## src/rtl/core/brms_pkg.sv

```systemverilog
// Shared types and codes for the banked register file: word type, request and mode
// codes, slot codes and the access request structs between sequencer and memories.
// No dependencies.
package brms_pkg;

  typedef logic [31:0] word_t;

  // register number of the link register and the program counter
  localparam logic [3:0] LR_IDX = 4'd14;
  localparam logic [3:0] PC_IDX = 4'd15;

  // request codes on in_mode
  typedef enum logic [2:0] {
    OP_READ,
    OP_WRITE,
    OP_SWITCH,
    OP_RETURN,
    OP_IRQ,
    OP_SWI,
    OP_WR_SPSR,
    OP_WR_STATUS
  } op_t;

  // processor mode codes
  localparam logic [4:0] MODE_USR = 5'h10;
  localparam logic [4:0] MODE_FIQ = 5'h11;
  localparam logic [4:0] MODE_IRQ = 5'h12;
  localparam logic [4:0] MODE_SVC = 5'h13;
  localparam logic [4:0] MODE_ABT = 5'h17;
  localparam logic [4:0] MODE_UND = 5'h1B;
  localparam logic [4:0] MODE_SYS = 5'h1F;

  // bank slot of a processor mode (user and system share one slot)
  typedef enum logic [2:0] {
    SLOT_USR,
    SLOT_FIQ,
    SLOT_IRQ,
    SLOT_SVC,
    SLOT_ABT,
    SLOT_UND
  } slot_t;

  // register file read request: logical register in a given bank slot
  typedef struct packed {
    logic       en;
    slot_t      slot;
    logic [3:0] idx;
  } reg_rd_req_t;

  // register file write request
  typedef struct packed {
    logic       en;
    slot_t      slot;
    logic [3:0] idx;
    word_t      data;
  } reg_wr_req_t;

  // saved status read request
  typedef struct packed {
    logic  en;
    slot_t slot;
  } sp_rd_req_t;

  // saved status write request
  typedef struct packed {
    logic  en;
    slot_t slot;
    word_t data;
  } sp_wr_req_t;

endpackage

```

## src/rtl/core/banked_register_mode_switch.sv

```systemverilog
// Banked register file with mode switching. A request is registered, executed, and its
// result registered in the out_ stage; a new one waits for idle and an empty skid entry.
// Irq and swi entry add a pc write state; r14 and pc go through the single write port.
// Reset (rst_n, synchronous, active low): status 0xD3, saved status 0, registers read
// as zero and the pc as 4 through per-entry valid bits; no clearing pass, ready at once.
// Depends on brms_pkg, brms_reg_ram and brms_spsr_ram.
module banked_register_mode_switch
  import brms_pkg::*;
(
  input  logic        clk,
  input  logic        rst_n,
  input  logic        in_valid,
  output logic        in_ready,
  input  logic [2:0]  in_mode,
  input  logic [3:0]  in_reg_index,
  input  logic [31:0] in_write_value,
  input  logic [4:0]  in_target_mode,
  output logic        out_valid,
  input  logic        out_ready,
  output logic [31:0] out_read_value,
  output logic [31:0] out_status_word,
  output logic [31:0] out_saved_status_word,
  output logic        out_bad_mode
);

  typedef enum logic [1:0] {
    ST_IDLE,
    ST_EXEC,
    ST_PCWR
  } state_t;

  typedef struct packed {
    logic  known;
    slot_t slot;
  } slot_info_t;

  typedef struct packed {
    word_t read_value;
    word_t status_word;
    word_t saved_status_word;
    logic  bad_mode;
  } res_t;

  localparam word_t      STATUS_MASK = 32'hF800_00FF;
  localparam word_t      STATUS_RST  = 32'h0000_00D3;
  localparam word_t      IRQ_VECTOR  = 32'h0000_001C;
  localparam word_t      SWI_VECTOR  = 32'h0000_000C;
  localparam int         T_POS       = 5;
  localparam int         I_POS       = 7;

  // decode a mode code into its bank slot
  function automatic slot_info_t mode_slot(input logic [4:0] m);
    slot_info_t s;
    s.known = 1'b1;
    s.slot  = SLOT_USR;
    case (m)
      MODE_USR, MODE_SYS: s.slot = SLOT_USR;
      MODE_FIQ:           s.slot = SLOT_FIQ;
      MODE_IRQ:           s.slot = SLOT_IRQ;
      MODE_SVC:           s.slot = SLOT_SVC;
      MODE_ABT:           s.slot = SLOT_ABT;
      MODE_UND:           s.slot = SLOT_UND;
      default:            s.known = 1'b0;
    endcase
    return s;
  endfunction

  state_t      state_r;
  op_t         req_op_r;
  logic [3:0]  req_idx_r;
  word_t       req_val_r;
  logic [4:0]  req_tm_r;
  word_t       status_r;
  word_t       lssr_r;
  res_t        out_r;
  res_t        hold_r;
  logic        out_valid_r;
  logic        hold_valid_r;

  logic        accept;
  op_t         in_op;
  slot_info_t  cur_info;
  slot_info_t  acc_info;
  slot_info_t  tgt_info;
  reg_rd_req_t reg_rd;
  reg_wr_req_t reg_wr;
  sp_rd_req_t  sp_rd;
  sp_wr_req_t  sp_wr;
  word_t       reg_rdata;
  word_t       sp_rdata;
  word_t       reloaded;
  word_t       status_nxt;
  word_t       lssr_nxt;
  res_t        res;
  logic        produce;

  assign in_op    = op_t'(in_mode);
  assign in_ready = (state_r == ST_IDLE) && !hold_valid_r;
  assign accept   = in_valid && in_ready;
  assign cur_info = mode_slot(status_r[4:0]);
  assign produce  = (state_r == ST_EXEC);

  // reads issued at the accepting edge
  assign acc_info = (in_op == OP_RETURN) ? mode_slot(lssr_r[4:0])
                                         : mode_slot(in_write_value[4:0]);
  always_comb begin
    reg_rd.en   = accept;
    reg_rd.slot = cur_info.slot;
    reg_rd.idx  = (in_op == OP_READ) ? in_reg_index : PC_IDX;
    sp_rd.en    = accept;
    sp_rd.slot  = acc_info.slot;
  end

  brms_reg_ram u_reg_ram (
    .clk     (clk),
    .rst_n   (rst_n),
    .rd_req  (reg_rd),
    .wr_req  (reg_wr),
    .rd_data (reg_rdata)
  );

  brms_spsr_ram u_spsr_ram (
    .clk     (clk),
    .rst_n   (rst_n),
    .rd_req  (sp_rd),
    .wr_req  (sp_wr),
    .rd_data (sp_rdata)
  );

  // target slot of the operation in flight
  always_comb begin
    case (req_op_r)
      OP_RETURN:    tgt_info = mode_slot(lssr_r[4:0]);
      OP_WR_STATUS: tgt_info = mode_slot(req_val_r[4:0]);
      default:      tgt_info = mode_slot(req_tm_r);
    endcase
  end

  // saved status of the new mode, forwarded when it is the entry just written back
  assign reloaded = (tgt_info.slot == cur_info.slot) ? lssr_r : sp_rdata;

  // execute: modify state and write back
  always_comb begin
    status_nxt     = status_r;
    lssr_nxt       = lssr_r;
    res.read_value = '0;
    res.bad_mode   = 1'b0;
    reg_wr.en      = 1'b0;
    reg_wr.slot    = cur_info.slot;
    reg_wr.idx     = req_idx_r;
    reg_wr.data    = req_val_r;
    sp_wr.en       = 1'b0;
    sp_wr.slot     = cur_info.slot;
    sp_wr.data     = lssr_r;
    if (state_r == ST_EXEC) begin
      case (req_op_r)
        OP_READ: begin
          res.read_value = reg_rdata;
        end
        OP_WRITE: begin
          reg_wr.en = 1'b1;
        end
        OP_SWITCH: begin
          if (!tgt_info.known) begin
            res.bad_mode = 1'b1;
          end else begin
            sp_wr.en         = 1'b1;
            lssr_nxt         = status_r;
            status_nxt[4:0]  = req_tm_r;
          end
        end
        OP_RETURN: begin
          if (!tgt_info.known) begin
            res.bad_mode = 1'b1;
          end else begin
            sp_wr.en   = 1'b1;
            status_nxt = lssr_r & STATUS_MASK;
            if (tgt_info.slot != SLOT_USR) begin
              lssr_nxt = reloaded;
            end
          end
        end
        OP_IRQ, OP_SWI: begin
          sp_wr.en          = 1'b1;
          lssr_nxt          = status_r;
          status_nxt[4:0]   = (req_op_r == OP_IRQ) ? MODE_IRQ : MODE_SVC;
          status_nxt[T_POS] = 1'b0;
          status_nxt[I_POS] = 1'b1;
          reg_wr.en         = 1'b1;
          reg_wr.idx        = LR_IDX;
          if (req_op_r == OP_IRQ) begin
            reg_wr.slot = SLOT_IRQ;
            reg_wr.data = reg_rdata + (status_r[T_POS] ? 32'd2 : 32'd0);
          end else begin
            reg_wr.slot = SLOT_SVC;
            reg_wr.data = reg_rdata - (status_r[T_POS] ? 32'd2 : 32'd4);
          end
        end
        OP_WR_SPSR: begin
          lssr_nxt = req_val_r & STATUS_MASK;
        end
        OP_WR_STATUS: begin
          if (!tgt_info.known) begin
            res.bad_mode = 1'b1;
          end else begin
            if (req_val_r[4:0] != status_r[4:0]) begin
              sp_wr.en = 1'b1;
              if (tgt_info.slot != SLOT_USR) begin
                lssr_nxt = reloaded;
              end
            end
            status_nxt = req_val_r & STATUS_MASK;
          end
        end
        default: begin
          res.bad_mode = 1'b0;
        end
      endcase
    end else if (state_r == ST_PCWR) begin
      // second write of an exception entry: pc takes the vector
      reg_wr.en   = 1'b1;
      reg_wr.idx  = PC_IDX;
      reg_wr.data = (req_op_r == OP_IRQ) ? IRQ_VECTOR : SWI_VECTOR;
    end
    res.status_word       = status_nxt;
    res.saved_status_word = lssr_nxt;
  end

  // sequencer, architectural status and output skid stage
  always_ff @(posedge clk) begin
    if (!rst_n) begin
      state_r      <= ST_IDLE;
      status_r     <= STATUS_RST;
      lssr_r       <= '0;
      out_valid_r  <= 1'b0;
      hold_valid_r <= 1'b0;
    end else begin
      case (state_r)
        ST_IDLE: begin
          if (accept) begin
            state_r   <= ST_EXEC;
            req_op_r  <= in_op;
            req_idx_r <= in_reg_index;
            req_val_r <= in_write_value;
            req_tm_r  <= in_target_mode;
          end
        end
        ST_EXEC: begin
          status_r <= status_nxt;
          lssr_r   <= lssr_nxt;
          state_r  <= (req_op_r == OP_IRQ || req_op_r == OP_SWI) ? ST_PCWR : ST_IDLE;
        end
        ST_PCWR: begin
          state_r <= ST_IDLE;
        end
        default: begin
          state_r <= ST_IDLE;
        end
      endcase

      if (!out_valid_r || out_ready) begin
        if (hold_valid_r) begin
          out_r        <= hold_r;
          out_valid_r  <= 1'b1;
          hold_valid_r <= 1'b0;
        end else if (produce) begin
          out_r       <= res;
          out_valid_r <= 1'b1;
        end else begin
          out_valid_r <= 1'b0;
        end
      end else if (produce) begin
        hold_r       <= res;
        hold_valid_r <= 1'b1;
      end
    end
  end

  assign out_valid             = out_valid_r;
  assign out_read_value        = out_r.read_value;
  assign out_status_word       = out_r.status_word;
  assign out_saved_status_word = out_r.saved_status_word;
  assign out_bad_mode          = out_r.bad_mode;

  // skid entry only fills behind a waiting result
  a_hold_behind_out: assert property (@(posedge clk) disable iff (!rst_n)
    hold_valid_r |-> out_valid_r)
    else $error("skid entry valid with empty output stage");

  // the live status always names a known mode
  a_status_mode_known: assert property (@(posedge clk) disable iff (!rst_n)
    cur_info.known)
    else $error("status holds an unknown mode code");

  // an accepted request is executed on the next cycle
  a_accept_exec: assert property (@(posedge clk) disable iff (!rst_n)
    accept |=> state_r == ST_EXEC)
    else $error("accepted request not executed");

  // pc write only follows the execute cycle of an exception entry
  a_pcwr_entry: assert property (@(posedge clk) disable iff (!rst_n)
    state_r == ST_PCWR |-> $past(state_r) == ST_EXEC &&
                           (req_op_r == OP_IRQ || req_op_r == OP_SWI))
    else $error("pc write outside exception entry");

endmodule

```

## src/rtl/core/brms_reg_ram.sv

```systemverilog
// Physical register memory: 31 entries holding shared, user, fast irq and
// per-mode r13/r14 registers plus the pc. Depends on brms_pkg.
// One write and one registered read per cycle; per-entry valid bits give reset values.
module brms_reg_ram
  import brms_pkg::*;
(
  input  logic        clk,
  input  logic        rst_n,
  input  reg_rd_req_t rd_req,
  input  reg_wr_req_t wr_req,
  output word_t       rd_data
);

  localparam int          REG_DEPTH = 31;
  localparam int          REG_AW    = 5;
  localparam logic [4:0]  PC_ADDR   = 5'd30;
  localparam logic [4:0]  FIQ_OFS   = 5'd5;
  localparam logic [4:0]  SP_BASE   = 5'd18;
  localparam word_t       PC_RESET  = 32'h0000_0004;

  // map a logical register of a bank slot to its physical entry
  function automatic logic [REG_AW-1:0] phys_addr(input slot_t slot, input logic [3:0] idx);
    logic [REG_AW-1:0] a;
    a = {1'b0, idx};
    case (idx) inside
      [4'd0:4'd7]: begin
        a = {1'b0, idx};
      end
      [4'd8:4'd12]: begin
        a = (slot == SLOT_FIQ) ? ({1'b0, idx} + FIQ_OFS) : {1'b0, idx};
      end
      [4'd13:4'd14]: begin
        a = SP_BASE + {1'b0, slot, 1'b0} + {4'b0000, ~idx[0]};
      end
      default: begin
        a = PC_ADDR;
      end
    endcase
    return a;
  endfunction

  logic [31:0]          ram_r [REG_DEPTH];
  logic [REG_DEPTH-1:0] vld_r;
  logic [REG_AW-1:0]    rd_addr;
  logic [REG_AW-1:0]    wr_addr;
  word_t                rdata_r;
  logic                 rvld_r;
  logic                 rpc_r;

  assign rd_addr = phys_addr(rd_req.slot, rd_req.idx);
  assign wr_addr = phys_addr(wr_req.slot, wr_req.idx);

  // storage array
  always_ff @(posedge clk) begin
    if (wr_req.en) begin
      ram_r[wr_addr] <= wr_req.data;
    end
    if (rd_req.en) begin
      rdata_r <= ram_r[rd_addr];
    end
  end

  // entry valid bits and read-side flags
  always_ff @(posedge clk) begin
    if (!rst_n) begin
      vld_r  <= '0;
      rvld_r <= 1'b0;
      rpc_r  <= 1'b0;
    end else begin
      if (wr_req.en) begin
        vld_r[wr_addr] <= 1'b1;
      end
      if (rd_req.en) begin
        rvld_r <= vld_r[rd_addr];
        rpc_r  <= (rd_addr == PC_ADDR);
      end
    end
  end

  // unwritten entries read as their reset value
  assign rd_data = rvld_r ? rdata_r : (rpc_r ? PC_RESET : '0);

endmodule

```

## src/rtl/core/brms_spsr_ram.sv

```systemverilog
// Saved status memory: one entry per exception mode (fiq, irq, svc, abt, und).
// Depends on brms_pkg. Registered read, per-entry valid bits for the zero reset.
module brms_spsr_ram
  import brms_pkg::*;
(
  input  logic       clk,
  input  logic       rst_n,
  input  sp_rd_req_t rd_req,
  input  sp_wr_req_t wr_req,
  output word_t      rd_data
);

  localparam int SP_DEPTH = 5;
  localparam int SP_AW    = 3;

  logic [31:0]         ram_r [SP_DEPTH];
  logic [SP_DEPTH-1:0] vld_r;
  logic [SP_AW-1:0]    rd_idx;
  logic [SP_AW-1:0]    wr_idx;
  logic                rd_en;
  logic                wr_en;
  word_t               rdata_r;
  logic                rvld_r;

  // user and system modes have no entry
  assign rd_idx = SP_AW'(rd_req.slot) - SP_AW'(1);
  assign wr_idx = SP_AW'(wr_req.slot) - SP_AW'(1);
  assign rd_en  = rd_req.en && (rd_req.slot != SLOT_USR);
  assign wr_en  = wr_req.en && (wr_req.slot != SLOT_USR);

  // storage array
  always_ff @(posedge clk) begin
    if (wr_en) begin
      ram_r[wr_idx] <= wr_req.data;
    end
    if (rd_en) begin
      rdata_r <= ram_r[rd_idx];
    end
  end

  // entry valid bits
  always_ff @(posedge clk) begin
    if (!rst_n) begin
      vld_r  <= '0;
      rvld_r <= 1'b0;
    end else begin
      if (wr_en) begin
        vld_r[wr_idx] <= 1'b1;
      end
      if (rd_en) begin
        rvld_r <= vld_r[rd_idx];
      end
    end
  end

  assign rd_data = rvld_r ? rdata_r : '0;

endmodule

```

## config.mk

```make
export PLATFORM = sky130hd
export DESIGN_NAME = banked_register_mode_switch
export DESIGN_NICKNAME = d
export VERILOG_FILES = /design/src/rtl/core/brms_pkg.sv /design/src/rtl/core/banked_register_mode_switch.sv /design/src/rtl/core/brms_reg_ram.sv /design/src/rtl/core/brms_spsr_ram.sv
export SDC_FILE = /design/constraint.sdc
export NUM_CORES = 2
export LEC_CHECK = 0
export BUFFER_PORTS_ARGS = -buffer_cell sky130_fd_sc_hd__buf_4
export CAP_MARGIN = 10
export CORE_UTILIZATION = 40
export DETAILED_ROUTE_END_ITERATION = 12
export SYNTH_ARGS = -nofsm -noshare
export SYNTH_HDL_FRONTEND = slang
export SYNTH_SLANG_ARGS = --single-unit
```

## constraint.sdc

```tcl
create_clock -name clk -period 8.2 [get_ports clk]
set_clock_uncertainty 0.15 [all_clocks]
set_input_delay 0.82 -clock clk [delete_from_list [all_inputs] [get_ports clk]]
set_output_delay 0.82 -clock clk [all_outputs]
set_load 0.05 [all_outputs]
```

==> impl_metrics.prom <==
# TYPE chip_impl_metric gauge
chip_impl_metric{name="number_of_buffers_created_by_cts",unit=""} 158
chip_impl_metric{name="power.ir.vdd_worst",unit="µV"} 237
chip_impl_metric{name="h-tree-depth",unit=""} 4
chip_impl_metric{name="leakagePower",unit="µW"} 0.0259
chip_impl_metric{name="power.share.clock",unit=""} 0.418
chip_impl_info{name="ys_dominant_reg_cell",value="sky130_fd_sc_hd__edfxtp_1"} 1
chip_impl_metric{name="drt_pass1_iterations",unit=""} 6
chip_impl_metric{name="power_density",unit="nW/µm²"} 231
chip_impl_metric{name="dieWidth",unit="µm"} 402
chip_impl_info{name="worstPathCellList",value="nand2b_1 -> nor2_1 -> inv_1 -> ha_1 -> a211o_1 -> a21oi_1 -> o21ai_0 -> and4_1 -> o31ai_1 -> a21boi_0 -> or4_1 -> a31oi_1 -> xor2_1 -> o21ai_2"} 1
chip_impl_metric{name="post-route-drc-count",unit=""} 0
chip_impl_info{name="critical_path.startpoint_type",value="flop"} 1
chip_impl_info{name="rsz0062_at_grt",value="no"} 1
chip_impl_metric{name="switching_part_of_the_total",unit=""} 0.229
chip_impl_metric{name="setup-violations-final",unit=""} 0
chip_impl_metric{name="detailroute.via_count",unit=""} 40089
chip_impl_metric{name="first_pass_grt_wire_length",unit="mm"} 262
chip_impl_metric{name="cts_sinks",unit=""} 1561
chip_impl_metric{name="part_of_the_power_in_combinational_logic",unit=""} 0.062
chip_impl_metric{name="antenna_violating_nets_post_route",unit=""} 0
chip_impl_metric{name="synth_cells",unit=""} 4579
chip_impl_metric{name="avgRoutedWirePerCell",unit="µm"} 26.0
chip_impl_info{name="cp-end-kind",value="flop"} 1
chip_impl_info{name="critical_path.slowest_cell",value="sky130_fd_sc_hd__o21ai_2"} 1
chip_impl_metric{name="gp_routability_congestion",unit=""} 0.848
chip_impl_metric{name="setup_total_negative_slack",unit="ns"} 0
chip_impl_metric{name="timing.max_slew.rel_slack",unit=""} 0.120
chip_impl_metric{name="worst_max_slew_pin_slew",unit="ns"} 1.32
chip_impl_metric{name="hold_violations",unit=""} 0
chip_impl_metric{name="die-height",unit="µm"} 402
chip_impl_metric{name="worst-path-max-fanout",unit=""} 31
chip_impl_metric{name="grt_pass1_vias",unit=""} 38207
chip_impl_metric{name="asyncSetResetFlopFracSynth",unit=""} 0
chip_impl_metric{name="overall_track_demand_over_capacity_in_global_routing",unit=""} 0.219
chip_impl_metric{name="area.growth.synth_to_final",unit="%"} 14.4
chip_impl_metric{name="grt_remaining_overflow",unit=""} 0
chip_impl_metric{name="worst-path-buf-inv",unit=""} 1
chip_impl_metric{name="drive_gt1_frac",unit=""} 0.149
chip_impl_metric{name="initial_drc_count",unit=""} 4357
chip_impl_info{name="worst_hold_path_type",value="input pin to flop"} 1
chip_impl_metric{name="p_int",unit="µW"} 13100
chip_impl_metric{name="core",unit="µm²"} 159000
chip_impl_metric{name="ys_warn_count",unit=""} 0
chip_impl_metric{name="count_of_flip_flops_with_a_built_in_enable_after_synthesis",unit=""} 1454
chip_impl_info{name="critPathTopFamily",value="compound AO/OA/AOI/OAI gates"} 1
chip_impl_metric{name="net-switching-power",unit="µW"} 3880
chip_impl_metric{name="clkLatencyLatePin",unit="ns"} 0.80
chip_impl_metric{name="mappedNetlistNets",unit=""} 4671
chip_impl_metric{name="grt_start_max_net_pins",unit=""} 135
chip_impl_metric{name="period_minus_slack",unit="ns"} 6.25
chip_impl_metric{name="cts-root-to-sink-buffers",unit=""} 3
chip_impl_metric{name="io_buffers",unit=""} 146
chip_impl_metric{name="synth-seq-cells",unit=""} 1561
chip_impl_metric{name="initial_util",unit=""} 0.404
chip_impl_metric{name="layout.nets",unit=""} 4817
chip_impl_metric{name="drt-total-wl",unit="mm"} 180
chip_impl_metric{name="post-layout-total-power",unit="µW"} 17000
chip_impl_info{name="root_buffer",value="sky130_fd_sc_hd__clkbuf_16"} 1
chip_impl_metric{name="post_synth_instance_area",unit="µm²"} 64100
chip_impl_metric{name="max_freq",unit="GHz"} 0.160
chip_impl_metric{name="seq_power_share",unit=""} 0.521
chip_impl_info{name="result_of_the_run",value="finished, final reports clean"} 1
chip_impl_metric{name="critPathMaxStageDelay",unit="ns"} 0.98
chip_impl_metric{name="synth_cell_type_count",unit=""} 81
chip_impl_metric{name="maxSlewViolCount",unit=""} 0
chip_impl_metric{name="detailed_place_hpwl",unit="mm"} 100
chip_impl_metric{name="grt_antenna_before_repair",unit=""} 10
chip_impl_info{name="criticalPathCategory",value="flop to flop"} 1
chip_impl_metric{name="max_cap_violations",unit=""} 0
chip_impl_metric{name="critical_path_required",unit="ns"} 8.45
chip_impl_metric{name="worst-endpoint-arrival",unit="ns"} 6.51
chip_impl_metric{name="floorplan.rows",unit=""} 146
chip_impl_metric{name="cts.clk_slew.worst_paths",unit="ns"} 0.06
chip_impl_metric{name="synth_sequential_area_ratio",unit=""} 0.715
chip_impl_metric{name="final.period_utilization",unit=""} 0.763
chip_impl_metric{name="syn_area_per_cell",unit="µm²"} 14.0
chip_impl_metric{name="avg_vias_per_cell",unit=""} 5.78
chip_impl_info{name="tritoncts",value="done"} 1
chip_impl_metric{name="floorplan.die_area",unit="µm²"} 162000
chip_impl_metric{name="floorplan.io_pins",unit=""} 147
cell type report:
cell class,instances,area [µm²]
antenna,4,10.0
clock buffer,205,4210
clock inverter,84,855
fill,13849,85500
inverter,47,176
multi-input combinational,2675,17400
sequential,1561,45800
tap,2072,2590
timing repair buffer,282,2290
layout by cell type, fill, tap and decap left out, types with 14 or more instances in the layout:
master,synthesis,final
sky130_fd_sc_hd__a211oi_1,38,38
sky130_fd_sc_hd__a21o_1,14,14
sky130_fd_sc_hd__a21oi_1,213,212
sky130_fd_sc_hd__a221o_1,117,117
sky130_fd_sc_hd__a222oi_1,20,20
sky130_fd_sc_hd__a311o_1,32,32
sky130_fd_sc_hd__a311oi_1,97,97
sky130_fd_sc_hd__and2_1,119,117
sky130_fd_sc_hd__and3_1,108,105
sky130_fd_sc_hd__buf_4,8,258
sky130_fd_sc_hd__clkbuf_1,211,39
sky130_fd_sc_hd__clkbuf_16,0,158
sky130_fd_sc_hd__clkinv_1,1,35
sky130_fd_sc_hd__clkinv_2,0,20
sky130_fd_sc_hd__dfxtp_1,107,106
sky130_fd_sc_hd__edfxtp_1,1454,1454
sky130_fd_sc_hd__ha_1,43,43
sky130_fd_sc_hd__inv_1,45,44
sky130_fd_sc_hd__mux2_2,103,103
sky130_fd_sc_hd__mux2i_1,143,143
sky130_fd_sc_hd__mux4_2,33,33
sky130_fd_sc_hd__nand2_1,863,862
sky130_fd_sc_hd__nand2b_1,18,18
sky130_fd_sc_hd__nand3_1,184,184
sky130_fd_sc_hd__nor2_1,101,67
sky130_fd_sc_hd__nor2_4,0,35
sky130_fd_sc_hd__nor2b_1,20,19
sky130_fd_sc_hd__nor3_1,56,51
sky130_fd_sc_hd__o21a_1,41,39
sky130_fd_sc_hd__o21ai_0,121,92
sky130_fd_sc_hd__o21ai_2,0,24
sky130_fd_sc_hd__xnor2_1,19,19
sky130_fd_sc_hd__xor2_1,20,20
Yosys cell counts, types with 8 or more instances:
cell type,number,area (µm²)
sky130_fd_sc_hd__a21oi_1,213,1070
sky130_fd_sc_hd__dfxtp_1,107,2140
sky130_fd_sc_hd__clkbuf_1,211,792
sky130_fd_sc_hd__nand4_1,8,50.1
sky130_fd_sc_hd__nor3_1,56,280
sky130_fd_sc_hd__nor2b_1,20,125
sky130_fd_sc_hd__o2bb2ai_1,13,114
sky130_fd_sc_hd__buf_2,58,290
sky130_fd_sc_hd__and3_1,108,676
sky130_fd_sc_hd__a311oi_1,97,850
sky130_fd_sc_hd__nand2_1,863,3240
sky130_fd_sc_hd__a21o_1,14,105
sky130_fd_sc_hd__a311o_1,32,320
sky130_fd_sc_hd__mux4_2,33,743
sky130_fd_sc_hd__nand3_1,184,921
sky130_fd_sc_hd__buf_4,8,60.1
sky130_fd_sc_hd__nor2_1,101,379
sky130_fd_sc_hd__buf_1,13,48.8
sky130_fd_sc_hd__a221o_1,117,1170
sky130_fd_sc_hd__xor2_1,20,175
sky130_fd_sc_hd__a22o_1,13,114
sky130_fd_sc_hd__nand2b_1,18,113
sky130_fd_sc_hd__o21a_1,41,308
sky130_fd_sc_hd__mux2i_1,143,1430
sky130_fd_sc_hd__mux2_2,103,1160
sky130_fd_sc_hd__xnor2_1,19,166
sky130_fd_sc_hd__ha_1,43,538
sky130_fd_sc_hd__edfxtp_1,1454,43700
sky130_fd_sc_hd__o31ai_1,13,97.6
sky130_fd_sc_hd__a222oi_1,20,200
sky130_fd_sc_hd__inv_1,45,169
sky130_fd_sc_hd__o21ai_0,121,606
sky130_fd_sc_hd__a211oi_1,38,285
sky130_fd_sc_hd__and2_1,119,744
cell families after synthesis:
group / after synthesis / share of synthesized area
buffers and inverters: 343 / 0.0223
muxes: 279 / 0.0521
and+or+nand+nor: 1511 / 0.106
adders and majority gates: 44 / 0.00871
AOI/OAI and AO/OA: 801 / 0.0905
DFF: 1561 / 0.715
xor gates and xnor gates: 40 / 0.00559
per-layer routing:
metal  global-route usage  vias to the layer above  wire, µm
met3               0.0345                      243     13900
met4               0.0641                        8      4450
met5                    0                        -        50
met1                0.307                    20492     75700
met2                0.351                     1640     86200
li1                     -                    17706         -
timing repair:
item                      in CTS  in global routing
hold buffers                  11                  0
gates resized for setup        0                  0
hold endpoints to repair      11                  0
setup buffers                  0                  0
power by group through the flow:
stage	sequential (µW)	clock [µW]	combinational, µW
after CTS	8830	7190	1040
after floorplan	9000	0	624
after global placement	9000	0	1020
final	8830	7080	1040
after global routing	8830	7500	1120
after detailed placement	9000	0	1030
sequential cells by signal (all words and copies together) (netlist names):
name,count
u_reg_ram.ram_r,992
u_spsr_ram.ram_r,160
hold_r,97
lssr_r,32
out_read_value,32
out_saved_status_word,32
out_status_word,32
req_val_r,32
status_r,32
u_reg_ram.rdata_r,32
u_spsr_ram.rdata_r,32
u_reg_ram.vld_r,31
req_tm_r,5
u_spsr_ram.vld_r,5
req_idx_r,4
req_op_r,3
state_r,2
hold_valid_r,1
out_bad_mode,1
out_valid,1
u_reg_ram.rpc_r,1
u_reg_ram.rvld_r,1
u_spsr_ram.rvld_r,1
final timing paths:
kind | depth (start not counted) | start | slack (ns) | end
worst min register to register | 1 | u_spsr_ram.vld_r[0] | 0.32 | u_spsr_ram.vld_r[0]
worst max-delay path | 14 | req_op_r[0] | 1.95 | u_reg_ram.ram_r[20][30]
worst max register to register | 14 | req_op_r[0] | 1.95 | u_reg_ram.ram_r[20][30]
worst min-delay path | 1 | in_write_value[24] | 0.05 | req_val_r[24]
metrics by stage:
step / util / cell area, µm² / cells / setup slack [ns] / hold slack, ns
after global routing: 0.462 / 73300 / 6926 / 1.60 / 0.0200
after detailed placement: 0.429 / 68000 / 6621 / 1.88 / 0.302
after CTS: 0.461 / 73200 / 6921 / 1.85 / 0.00129
final: 0.462 / 73300 / 6930 / 1.95 / 0.0543
after floorplan: - / 64100 / 4579 / 2.04 / 0.285
after global placement: 0.429 / 68000 / 6621 / 1.95 / 0.295
worst register-to-register path, delay by kind of cell (launching register included):
kind	cells	cell delay [ns]
adder cells (fa/ha/maj)	1	0.61
buffers and inverters	1	0.59
XOR/XNOR	1	0.10
AND/OR/NAND/NOR	4	1.39
flip-flops	1	0.70
AO/OA/AOI/OAI	7	2.30
Note: power is estimated with default switching activity, not from simulation.
